[src/rtl/tmma_pkg.sv]
// Shared constants for the trimmed mean moving average unit.
package tmma_pkg;

    // Default build sizes.
    localparam int MAX_WINDOW_DEF  = 16;
    localparam int SAMPLE_BITS_DEF = 16;

    // Window size limits and reset value.
    localparam int MIN_WINDOW   = 3;
    localparam int WINDOW_RESET = 16;

    // Register map: word index of each configuration register.
    localparam logic REG_WINDOW_SIZE = 1'b0;

    // Width of the signed sum of a window of max_window samples.
    function automatic int sum_width(input int sample_bits, input int max_window);
        return sample_bits + $clog2(max_window) + 1;
    endfunction

endpackage

[src/rtl/tmma_div.sv]
// Bit-serial signed divider, quotient truncated toward zero.
module tmma_div #(
    parameter int NUM_W = tmma_pkg::sum_width(tmma_pkg::SAMPLE_BITS_DEF,
                                              tmma_pkg::MAX_WINDOW_DEF),
    parameter int DEN_W = $clog2(tmma_pkg::MAX_WINDOW_DEF + 1)
) (
    input  logic                    aclk,
    input  logic                    aresetn,
    input  logic                    start,
    input  logic signed [NUM_W-1:0] num,
    input  logic        [DEN_W-1:0] den,
    output logic                    done,
    output logic signed [NUM_W-1:0] quo
);

    localparam int CNT_W = $clog2(NUM_W + 1);

    logic [CNT_W-1:0] cnt_reg;
    logic             busy_reg;
    logic             done_reg;
    logic             neg_reg;
    logic [DEN_W-1:0] rem_reg;
    logic [DEN_W-1:0] den_reg;
    logic [NUM_W-1:0] q_reg;

    logic [DEN_W:0]   rem_sh;
    logic [DEN_W:0]   diff;
    logic             take;

    // One quotient bit per cycle: shift in the next dividend bit, try subtract.
    assign rem_sh = {rem_reg, q_reg[NUM_W-1]};
    assign diff   = rem_sh - {1'b0, den_reg};
    assign take   = (rem_sh >= {1'b0, den_reg});

    always_ff @(posedge aclk) begin
        if (!aresetn) begin
            busy_reg <= 1'b0;
            done_reg <= 1'b0;
            cnt_reg  <= '0;
        end else begin
            done_reg <= 1'b0;
            if (start) begin
                busy_reg <= 1'b1;
                cnt_reg  <= CNT_W'(NUM_W);
            end else if (busy_reg) begin
                cnt_reg <= cnt_reg - 1'b1;
                if (cnt_reg == CNT_W'(1)) begin
                    busy_reg <= 1'b0;
                    done_reg <= 1'b1;
                end
            end
        end
    end

    always_ff @(posedge aclk) begin
        if (start) begin
            neg_reg <= num[NUM_W-1];
            q_reg   <= num[NUM_W-1] ? $unsigned(-num) : $unsigned(num);
            rem_reg <= '0;
            den_reg <= den;
        end else if (busy_reg) begin
            rem_reg <= take ? diff[DEN_W-1:0] : rem_sh[DEN_W-1:0];
            q_reg   <= {q_reg[NUM_W-2:0], take};
        end
    end

    assign done = done_reg;
    assign quo  = neg_reg ? -$signed(q_reg) : $signed(q_reg);

endmodule

[src/rtl/trimmed_mean_moving_average_unit.sv]
// Trimmed mean moving average filter: sample ring in RAM, window scan, serial divide.
//
//  port group | direction | payload
//  -----------+-----------+-------------------------------------------------
//  s_axis     | in        | tdata: sample; tuser: restart
//  m_axis     | out       | tdata: average; tuser: window_full
//  apb        | cfg       | window_size at byte address 0 (clamped 3..MAX_WINDOW)
//
//  While the window fills, an item passes through read, update, launch, divide
//  and output; once it is full, a scan of the window through the single RAM
//  read port comes before the launch, and the divider works one bit per
//  cycle. One item is in flight at a time.
//  Reset is synchronous, active low, and needs no clearing pass: the fill
//  count marks which RAM entries hold live samples. A stalled result sits in
//  the output register while the next transaction is accepted and worked on.
module trimmed_mean_moving_average_unit #(
    parameter int MAX_WINDOW  = tmma_pkg::MAX_WINDOW_DEF,
    parameter int SAMPLE_BITS = tmma_pkg::SAMPLE_BITS_DEF,
    localparam int TD_W       = ((SAMPLE_BITS + 7) / 8) * 8
) (
    input  logic            aclk,
    input  logic            aresetn,
    // sample [SAMPLE_BITS-1:0], zero padding above
    input  logic [TD_W-1:0] s_tdata,
    // restart [0]
    input  logic            s_tuser,
    input  logic            s_tvalid,
    output logic            s_tready,
    // average [SAMPLE_BITS-1:0], zero padding above
    output logic [TD_W-1:0] m_tdata,
    // window_full [0]
    output logic            m_tuser,
    output logic            m_tvalid,
    input  logic            m_tready,
    input  logic            psel,
    input  logic            penable,
    input  logic            pwrite,
    input  logic [2:0]      paddr,
    input  logic [31:0]     pwdata,
    output logic [31:0]     prdata,
    output logic            pready
);

    localparam int SW       = SAMPLE_BITS;
    localparam int WS_W     = $clog2(MAX_WINDOW + 1);
    localparam int AW       = (MAX_WINDOW > 1) ? $clog2(MAX_WINDOW) : 1;
    localparam int SUM_W    = tmma_pkg::sum_width(SAMPLE_BITS, MAX_WINDOW);
    localparam int WS_RESET = (MAX_WINDOW < tmma_pkg::WINDOW_RESET) ?
                              MAX_WINDOW : tmma_pkg::WINDOW_RESET;

    // Sequencer codes.
    localparam logic [2:0] ST_IDLE   = 3'd0;
    localparam logic [2:0] ST_READ   = 3'd1;
    localparam logic [2:0] ST_UPDATE = 3'd2;
    localparam logic [2:0] ST_SCAN   = 3'd3;
    localparam logic [2:0] ST_LAUNCH = 3'd4;
    localparam logic [2:0] ST_DIV    = 3'd5;
    localparam logic [2:0] ST_OUT    = 3'd6;

    // Sample ring: one write port, one registered read port.
    logic signed [SW-1:0] ring_mem [MAX_WINDOW];
    logic signed [SW-1:0] rd_data_reg;
    logic        [AW-1:0] rd_addr;
    logic                 wr_en;

    logic [2:0]              state_reg;
    logic [WS_W-1:0]         ws_reg;
    logic [WS_W-1:0]         count_reg;
    logic [AW-1:0]           slot_reg;
    logic signed [SUM_W-1:0] sum_reg;
    logic signed [SW-1:0]    x_reg;
    logic signed [SW-1:0]    hi_reg;
    logic signed [SW-1:0]    lo_reg;
    logic                    full_reg;
    logic [WS_W-1:0]         iss_reg;
    logic                    rv_reg;
    logic signed [SW-1:0]    avg_reg;
    logic                    m_full_reg;
    logic                    m_valid_reg;

    logic                    cfg_wr;
    logic [WS_W-1:0]         ws_next;
    logic                    s_acc;
    logic signed [SW-1:0]    old_val;
    logic [WS_W-1:0]         count_next;
    logic [WS_W-1:0]         slot_p1;
    logic [AW-1:0]           slot_next;
    logic                    issue;
    logic signed [SUM_W-1:0] div_num;
    logic [WS_W-1:0]         div_den;
    logic                    div_start;
    logic                    div_done;
    logic signed [SUM_W-1:0] div_quo;
    logic                    out_free;

    // ---------------- configuration port ----------------
    assign pready = 1'b1;
    assign cfg_wr = psel && penable && pwrite && pready && (paddr[2] == tmma_pkg::REG_WINDOW_SIZE);

    // Clamp the written size into the legal range.
    always_comb begin
        if (pwdata < 32'(tmma_pkg::MIN_WINDOW)) begin
            ws_next = WS_W'(tmma_pkg::MIN_WINDOW);
        end else if (pwdata > 32'(MAX_WINDOW)) begin
            ws_next = WS_W'(MAX_WINDOW);
        end else begin
            ws_next = pwdata[WS_W-1:0];
        end
    end

    assign prdata = (paddr[2] == tmma_pkg::REG_WINDOW_SIZE) ? 32'(ws_reg) : 32'd0;

    // ---------------- input side ----------------
    assign s_tready = (state_reg == ST_IDLE);
    assign s_acc    = s_tvalid && s_tready;

    // ---------------- ring update arithmetic ----------------
    // Entries at or past the fill count hold no live sample: read them as zero.
    assign old_val    = (count_reg == ws_reg) ? rd_data_reg : '0;
    assign count_next = (count_reg == ws_reg) ? ws_reg : count_reg + 1'b1;
    assign slot_p1    = WS_W'(slot_reg) + 1'b1;
    assign slot_next  = (slot_p1 >= ws_reg) ? '0 : slot_p1[AW-1:0];

    // Scan issues one read per cycle while addresses remain.
    assign issue   = (state_reg == ST_SCAN) && (iss_reg < ws_reg);
    assign rd_addr = (state_reg == ST_READ) ? slot_reg : iss_reg[AW-1:0];
    assign wr_en   = (state_reg == ST_UPDATE);

    // The write in ST_UPDATE and the scan reads never share a cycle, so no
    // forwarding path is needed.
    always_ff @(posedge aclk) begin
        if (wr_en) begin
            ring_mem[slot_reg] <= x_reg;
        end
        rd_data_reg <= ring_mem[rd_addr];
    end

    // ---------------- divider ----------------
    assign div_start = (state_reg == ST_LAUNCH);
    assign div_num   = full_reg ? (sum_reg - SUM_W'(hi_reg) - SUM_W'(lo_reg)) : sum_reg;
    assign div_den   = full_reg ? (ws_reg - WS_W'(2)) : count_reg;

    tmma_div #(
        .NUM_W(SUM_W),
        .DEN_W(WS_W)
    ) u_div (
        .aclk   (aclk),
        .aresetn(aresetn),
        .start  (div_start),
        .num    (div_num),
        .den    (div_den),
        .done   (div_done),
        .quo    (div_quo)
    );

    // ---------------- output register ----------------
    assign out_free = !m_valid_reg || m_tready;
    assign m_tvalid = m_valid_reg;
    assign m_tdata  = TD_W'($unsigned(avg_reg));
    assign m_tuser  = m_full_reg;

    // ---------------- control ----------------
    always_ff @(posedge aclk) begin
        if (!aresetn) begin
            state_reg   <= ST_IDLE;
            ws_reg      <= WS_W'(WS_RESET);
            count_reg   <= '0;
            slot_reg    <= '0;
            sum_reg     <= '0;
            iss_reg     <= '0;
            rv_reg      <= 1'b0;
            m_valid_reg <= 1'b0;
        end else begin
            rv_reg <= issue;

            // Load a finished result, or drop the one taken downstream.
            if ((state_reg == ST_OUT) && out_free) begin
                m_valid_reg <= 1'b1;
            end else if (m_tready) begin
                m_valid_reg <= 1'b0;
            end

            case (state_reg)
                ST_IDLE: begin
                    // Size writes and restart both empty the window.
                    if (cfg_wr) begin
                        ws_reg <= ws_next;
                    end
                    if (cfg_wr || (s_acc && s_tuser)) begin
                        count_reg <= '0;
                        slot_reg  <= '0;
                        sum_reg   <= '0;
                    end
                    if (s_acc) begin
                        state_reg <= ST_READ;
                    end
                end
                ST_READ: begin
                    state_reg <= ST_UPDATE;
                end
                ST_UPDATE: begin
                    // Replace the oldest sample and advance the ring.
                    sum_reg   <= sum_reg - SUM_W'(old_val) + SUM_W'(x_reg);
                    count_reg <= count_next;
                    slot_reg  <= slot_next;
                    iss_reg   <= '0;
                    state_reg <= (count_next == ws_reg) ? ST_SCAN : ST_LAUNCH;
                end
                ST_SCAN: begin
                    if (issue) begin
                        iss_reg <= iss_reg + 1'b1;
                    end else if (!rv_reg) begin
                        state_reg <= ST_LAUNCH;
                    end
                end
                ST_LAUNCH: begin
                    state_reg <= ST_DIV;
                end
                ST_DIV: begin
                    if (div_done) begin
                        state_reg <= ST_OUT;
                    end
                end
                ST_OUT: begin
                    // Hold the quotient until the output register frees up.
                    if (out_free) begin
                        state_reg <= ST_IDLE;
                    end
                end
                default: begin
                    state_reg <= ST_IDLE;
                end
            endcase
        end
    end

    // Payload registers.
    always_ff @(posedge aclk) begin
        if (s_acc) begin
            x_reg <= s_tdata[SW-1:0];
        end
        if (state_reg == ST_UPDATE) begin
            full_reg <= (count_next == ws_reg);
            hi_reg   <= x_reg;
            lo_reg   <= x_reg;
        end
        // Track the largest and smallest entry as scan data returns.
        if (rv_reg) begin
            if (rd_data_reg > hi_reg) begin
                hi_reg <= rd_data_reg;
            end
            if (rd_data_reg < lo_reg) begin
                lo_reg <= rd_data_reg;
            end
        end
        if ((state_reg == ST_OUT) && out_free) begin
            avg_reg    <= div_quo[SW-1:0];
            m_full_reg <= full_reg;
        end
    end

endmodule

[config.mk]
export PLATFORM = sky130hd
export DESIGN_NAME = trimmed_mean_moving_average_unit
export DESIGN_NICKNAME = d
export VERILOG_FILES = /design/src/rtl/tmma_pkg.sv /design/src/rtl/tmma_div.sv /design/src/rtl/trimmed_mean_moving_average_unit.sv
export SDC_FILE = /design/constraint.sdc
export NUM_CORES = 1
export LEC_CHECK = 0
export ABC_CLOCK_PERIOD_IN_PS = 5000
export BUFFER_PORTS_ARGS = -buffer_cell sky130_fd_sc_hd__buf_2
export CAP_MARGIN = 5
export CORE_MARGIN = 2
export CORE_UTILIZATION = 35
export CTS_CLUSTER_SIZE = 16
export DETAILED_ROUTE_END_ITERATION = 10
export GPL_TIMING_DRIVEN = 1
export PLACE_DENSITY = 0.54
export SETUP_SLACK_MARGIN = 0.3
export SYNTH_ARGS = -nofsm -noshare
export SYNTH_HDL_FRONTEND = slang
export SYNTH_SLANG_ARGS = --single-unit
[constraint.sdc]
create_clock -name aclk -period 5 [get_ports aclk]
set_input_delay 0.5 -clock aclk [delete_from_list [all_inputs] [get_ports aclk]]
set_output_delay 0.5 -clock aclk [all_outputs]
set_load 0.02 [all_outputs]
Word-level counts from Yosys, hierarchy flattened:

Memory sizes are Yosys's and may differ from the RTL's. A register that Yosys moved wholly into a read port is not among the register bits.
Cells that the tools add are included.

* $lt $le $gt $ge: 7
* eq/ne operators: 16
* $add $sub $neg: 12
* bitwise gates (word level): 3
* multiplexer cells: 45
* reductions and logical operators: 21

Operator list (number)
* 16-bit 2-to-1 mux: 8
* 21-bit 2-to-1 mux: 5
* 21-bit by 16-bit subtractor with 21-bit output: 3
* 5-bit 2-to-1 mux: 10
* 21-bit case mux with 2 select lines: 1
* 32-bit by 5-bit greater-than comparator with 1-bit output (second input constant): 1
* 32-bit by 2-bit less-than comparator with 1-bit output (second input constant): 1
* 21-bit by 16-bit adder with 21-bit output: 1
* 21-bit negation: 1
* 3-bit case mux with 7 select lines: 1
* 5-bit case mux with 2 select lines: 2
* 3-bit 2-to-1 mux: 6
* 16-bit greater-than comparator: 1
* 16-bit less-than comparator: 1
* 16-bit negation: 1
* 4-bit 2-to-1 mux: 3
* 5-bit by 1-bit adder with 5-bit output (second input constant): 2
* 5-bit equality test: 2
* 3-bit equality test (second input constant): 3
* 1-bit 2-to-1 mux: 8
* 2-bit inequality test (second input constant): 4
* 4-bit case mux with 2 select lines: 1
* 2-bit nonzero test: 4
* 1-bit logical AND: 7
* 19 further kinds: 27

* memories kept: 1
* word-level logic and storage cells: 127
* memory bits (writable): 256
* input port bits: 59
* output and inout bits: 52
* register bits after elaboration: 150

Memory list
* ring_mem: words 16, width 16, read ports 1, clocked after Yosys merged registers in 1, wr ports 1, line trimmed_mean_moving_average_unit.sv:61 `logic signed [SW-1:0] ring_mem [MAX_WINDOW];`

Depth between registers and ports, before layout:

* depth in word-level cells: 6
* depth in mapped cells: 19
* mapped depth without buffers: 17

Modules after synthesis:

A second synthesis with hierarchy kept.

* cell total of the unflattened synthesis: 1795
* area, all modules: 22039.9 um2

By module, submodules not included
* trimmed_mean_moving_average_unit: instances 1, cells each 1494, area an instance 19318.5 um2, seq. area each 10570.1 um2
* tmma_div: instances 1, cells each 301, area an instance 2721.4 um2, seq. area each 1051.0 um2

Worst setup path after synthesis:

OpenSTA, ideal clock, no wires.

* path kind: flip-flop to flip-flop
* start point: register ws_reg[3]
* end point: register sum_reg[20]
* data required time: 4880 ps
* buffers on the path: 3
* period minus slack after synthesis: 4211 ps
* library setup time: 120 ps
* setup slack: 789 ps
* arrival: 4091 ps
* cell stages (with the launch flop): 20
* path through: dfxtp_1 -> clkbuf_1 -> xnor2_1 -> nand2_1 -> nor4_1 -> clkbuf_1 -> clkbuf_1 -> and2_1 -> fa_1 -> inv_1 -> ha_1 -> a21o_1 -> a21oi_1 -> o21ai_0 -> nand2_1 -> o31ai_1 -> a211o_1 -> nand4_1 -> a21oi_1 -> a211o_1

* cells in the longest elaborated chain, start to end: 5

RTL lines
* start, declared: line trimmed_mean_moving_average_unit.sv:67 `logic [WS_W-1:0] ws_reg;`
* start signal, assigned: line trimmed_mean_moving_average_unit.sv:166 `ws_reg <= WS_W'(WS_RESET);`
* start signal, assigned: line trimmed_mean_moving_average_unit.sv:187 `ws_reg <= ws_next;`
* 5-bit equality test: line trimmed_mean_moving_average_unit.sv:119 `assign old_val = (count_reg == ws_reg) ? rd_data_reg : '0;`
* 16-bit 2-to-1 mux: line trimmed_mean_moving_average_unit.sv:119
* 21-bit by 16-bit subtractor with 21-bit output: line trimmed_mean_moving_average_unit.sv:203 `sum_reg <= sum_reg - SUM_W'(old_val) + SUM_W'(x_reg);`
* 21-bit by 16-bit adder with 21-bit output: line trimmed_mean_moving_average_unit.sv:203
* 21-bit case mux with 2 select lines: line trimmed_mean_moving_average_unit.sv:183 `case (state_reg)`
* end signal, assigned: line trimmed_mean_moving_average_unit.sv:203
* end, declared: line trimmed_mean_moving_average_unit.sv:70 `logic signed [SUM_W-1:0] sum_reg;`

No other way between the ends.
A chain may end at the register's enable or synchronous reset.

Worst setup path in the final report:

Ends and elaborated chain as after synthesis.

==> metrics.md <==
| Metric | Value |
|---|---|
| Largest net degree at the start of global routing | 65 |
| Max reg flops | 256 |
| Post-synthesis instance area | 21,990 um2 |
| Reg clk slew, reported paths | approximately 60 ps |
| Rel. slew slack | a little over a quarter |
| GRT Util Overall | 15.31% |
| Vias | around 14k |
| Mapped Cells | 1,799 |
| Status | finished, final reports clean |
| Post-synthesis async set-or-reset flop share | 0% |
| Critical Path Fanout Max | 13 |
| Setup violators final | 0 |
| CTS tree | built |
| Synth warn | 0 |
| Synth top area share | 43.30% |
| Vias per cell | 5.042 |
| Die ar. | 64,840 um2 |
| Post-CTS Setup Inserts | 0 |
| Crit Path Class | flop to flop |
| Wirelength per Cell | roughly 18 um |
| Fin Setup TNS | 0 ps |
| Sw power | 0.007507 W |
| TritonCTS Buffers | 47 |
| Max Cap Viol | 0 |
| Clock power share | between 20% and 30% |
| Seq pwr share | 27.3% |
| Final std cells w/o fill | 2,774 |
| PostCTS Resize Cnt | 0 |
| Fmax | 234.1 MHz |
| Combinational cell fraction of total power | 51.8% |
| Hold Crit Class | input pin to flop |
| Worst Hold Depth | 1 |
| Clk sink count | 422 |
| Place WS | 697.1 ps |
| Layout fillers | 5,921 |
| DRC | 0 |
| Final nets | 2,098 |
| Remaining antenna violation count after routing | 0 |
| CP top delay family | compound AO/OA/AOI/OAI gates |
| Crit Reg-Reg Startpoint | ws_reg[3]$_SDFFE_PN0P_ |
| Vias in the first global route | 13.91k |
| Worst r2r dst | sum_reg[20]$_SDFFE_PN0P_ |
| Largest area contributor in the netlist | edfxtp_1 |
| Area contributors post-synth | edfxtp_1 (43%), dfxtp_1 (9.6%), mux4_2 (6.6%), ha_1 (5.7%), fa_1 (3.7%) |
| CP endpoint kind | flop |
| PortBufs | 80 |
| Post-cts hold buffer count | 0 |
| Static leakage | 9.437 nW |
| Worst path buffer plus inverter count | 2 |
| Final Hold Fails | 0 |
| IO Pins | 111 |
| Endpoint, Worst Hold | x_reg[11]$_DFFE_PP_ |
| Placed cells | 2,686 |
| Maximum VDD drop | 0.3932 mV |
| RePlAce Congestion | 0.8860 |
| DRT iter0 DRCs | 817 |
| Net Sw Frac | between 40% and 50% |
| Reg2reg setup slack | ~730 ps |
| Worst EP required | ~5500 ps |
| Share of layout cells above drive strength 1 | 16.88% |
| Initial antenna violation count | 0 |
| Root buffer cell | clkbuf_16 |
| Pins Over Slew Limit | 0 |
| Grt ovf | 0 |
| Detailed-router iteration count before antenna repair | 5 |
| Final worst slack | 728.4 ps |
| Final min period | about 4300 ps |
| ANT cells | 0 |
| Slowest Stage Delay on Critical Path | 610 ps |
| Pint | 0.01070 W |
| Core area | 61,940 um2 |
| Sequential share of the synthesized area | 52.86% |
| Skew final | 15.42 ps |
| EDFF count, synth | 317 |
| Worst-Margin Slew | approximately 1100 ps |
| Finished Core Util | about two fifths |
| Flops & latches, synth | ~420 |
| Unrepaired setup endpoints after global routing | false |
| Worst setup SP type | flop |
| CTS H-tree lvls | 2 |
| CP Data Arrival Time | roughly 4700 ps |
| Row cnt | 91 |
| Routed WL | between 40 and 50 mm |
| Syn Area/Cell | 12.22 um2 |
| Pwr Density | 723.1 nW/um2 |
| DP Wirelength | 34.56 mm |
| Initial Util | 35.50% |
| Unique masters post-synth | 79 |
| Worst-Skew Late Latency | 590 ps |
| Ys flop type | edfxtp_1 |
| Fin crit share | 85.43% |
| Chip width | 254.6 um |
| CTS max path bufs | 3 |
| Critical path cell sequence | xnor2_1, nand2_1, nor4_2, buf_4, and2_1, fa_1, inv_1, ha_1, a21oi_1, o21bai_1, a21oi_1, o31ai_1, a211o_1, nand4_1, and3_1, a211o_1 |
| Worst Reg-to-Reg Cells | 16 |
| Die height | 254.6 um |
| Slowest library cell on the worst path | o31ai_1 |
| Hold wc startpoint | s_tdata[11] |
| Area growth syn-to-layout | 14.50% |
| First-pass GRT wire length | 77.84 mm |
## per-stage QoR
step | area (um2) | hold slack (ps) | total power (W)
CTS | 25170 | 48.99 | 0.01832
global route | 25170 | 57.09 | 0.01968
floorplan | 22080 | 420.6 | 0.01229
finish | 25170 | 83.12 | 0.01820
detailed placement | 23460 | 490.7 | 0.01443
global placement | 23460 | 479.4 | 0.01426
## area by class of cell
type	instances	area (um2)	area share, %
flip-flops and latches	422	11620	46.16
multi-input cells	1153	9473	37.63
clock buffers	55	1227	4.876
well taps	837	1047	4.160
repair buffers	125	763.2	3.032
inverters	149	559.3	2.222
clock inverters	33	483.0	1.918
## logic make-up after synthesis
| group | Yosys count | synth area share, % |
|---|---|---|
| other | 2 | 0.03416 |
| multiplexers | 122 | 9.407 |
| XOR/XNOR | 80 | 3.187 |
| AO/OA/AOI/OAI | 359 | 10.56 |
| flip-flops | 422 | 52.86 |
| adder cells (fa/ha/maj) | 141 | 9.424 |
| AND/OR/NAND/NOR | 423 | 9.652 |
| buffers and inverters | 250 | 4.883 |
## Yosys cell counts (all sizes together) (3+ instances only)
cell type,count
o21a,7
o31ai,15
o21bai,5
mux2i,21
fa,41
xnor2,50
or3,9
inv,149
nand2b,13
o21ai,111
a211o,7
nand2,149
a211oi,35
a21o,24
xor2,30
buf,56
nor4,11
nand3,21
a31oi,25
mux4,64
o41ai,5
or4,5
nor2b,32
and4,4
o211ai,6
a21oi,68
nor2,65
and3,4
nand4,16
ha,100
clkbuf,45
dfxtp,105
o2111ai,3
a22oi,17
nor3,32
mux2,37
nor4b,6
edfxtp,317
nand3b,4
a21boi,6
and2,47
## power by group through the flow
stage	sequential (W)	combinational [W]	clock, W
detailed placement	0.00504	0.00939	0
global route	0.00504	0.0106	0.00404
floorplan	0.00487	0.00741	0
finish	0.00497	0.00943	0.00380
CTS	0.00497	0.00944	0.00391
global placement	0.00502	0.00924	0
## worst max-delay path by stage
stage | cells past startpoint | slack (ps) | endpoint | start
after floorplan | 19 | 790 | sum_reg[20]$_SDFFE_PN0P_ | ws_reg[3]$_SDFFE_PN0P_
after global placement | 16 | 730 | sum_reg[20]$_SDFFE_PN0P_ | ws_reg[3]$_SDFFE_PN0P_
after detailed placement | 16 | 700 | sum_reg[20]$_SDFFE_PN0P_ | ws_reg[3]$_SDFFE_PN0P_
after CTS | 16 | 680 | sum_reg[20]$_SDFFE_PN0P_ | ws_reg[3]$_SDFFE_PN0P_
after global routing | 16 | 420 | sum_reg[19]$_SDFFE_PN0P_ | ws_reg[3]$_SDFFE_PN0P_
final | 16 | 730 | sum_reg[20]$_SDFFE_PN0P_ | ws_reg[3]$_SDFFE_PN0P_
## cell usage in the layout, fill, tap and decap left out, drive strengths merged, types with 24 or more instances in the layout
cell,count
edfxtp,317
inv,150
nand2,149
buf,125
o21ai,111
dfxtp,105
ha,100
a21oi,68
nor2,65
mux4,64
clkbuf,55
xnor2,50
and2,47
fa,41
mux2,37
a211oi,35
nor2b,32
nor3,32
xor2,30
conb,28
a31oi,25
a21o,24
## routing by layer
layer | global-route usage [%] | share of wire, % | up-vias
li1 | - | - | 6760
met1 | 20.92 | 47 | 6897
met2 | 25.35 | 47 | 262
met3 | 2.174 | 4.1 | 67
met4 | 4.461 | 2.1 | 0
met5 | 0 | 0 | -
(Power assumes the default switching activity.)
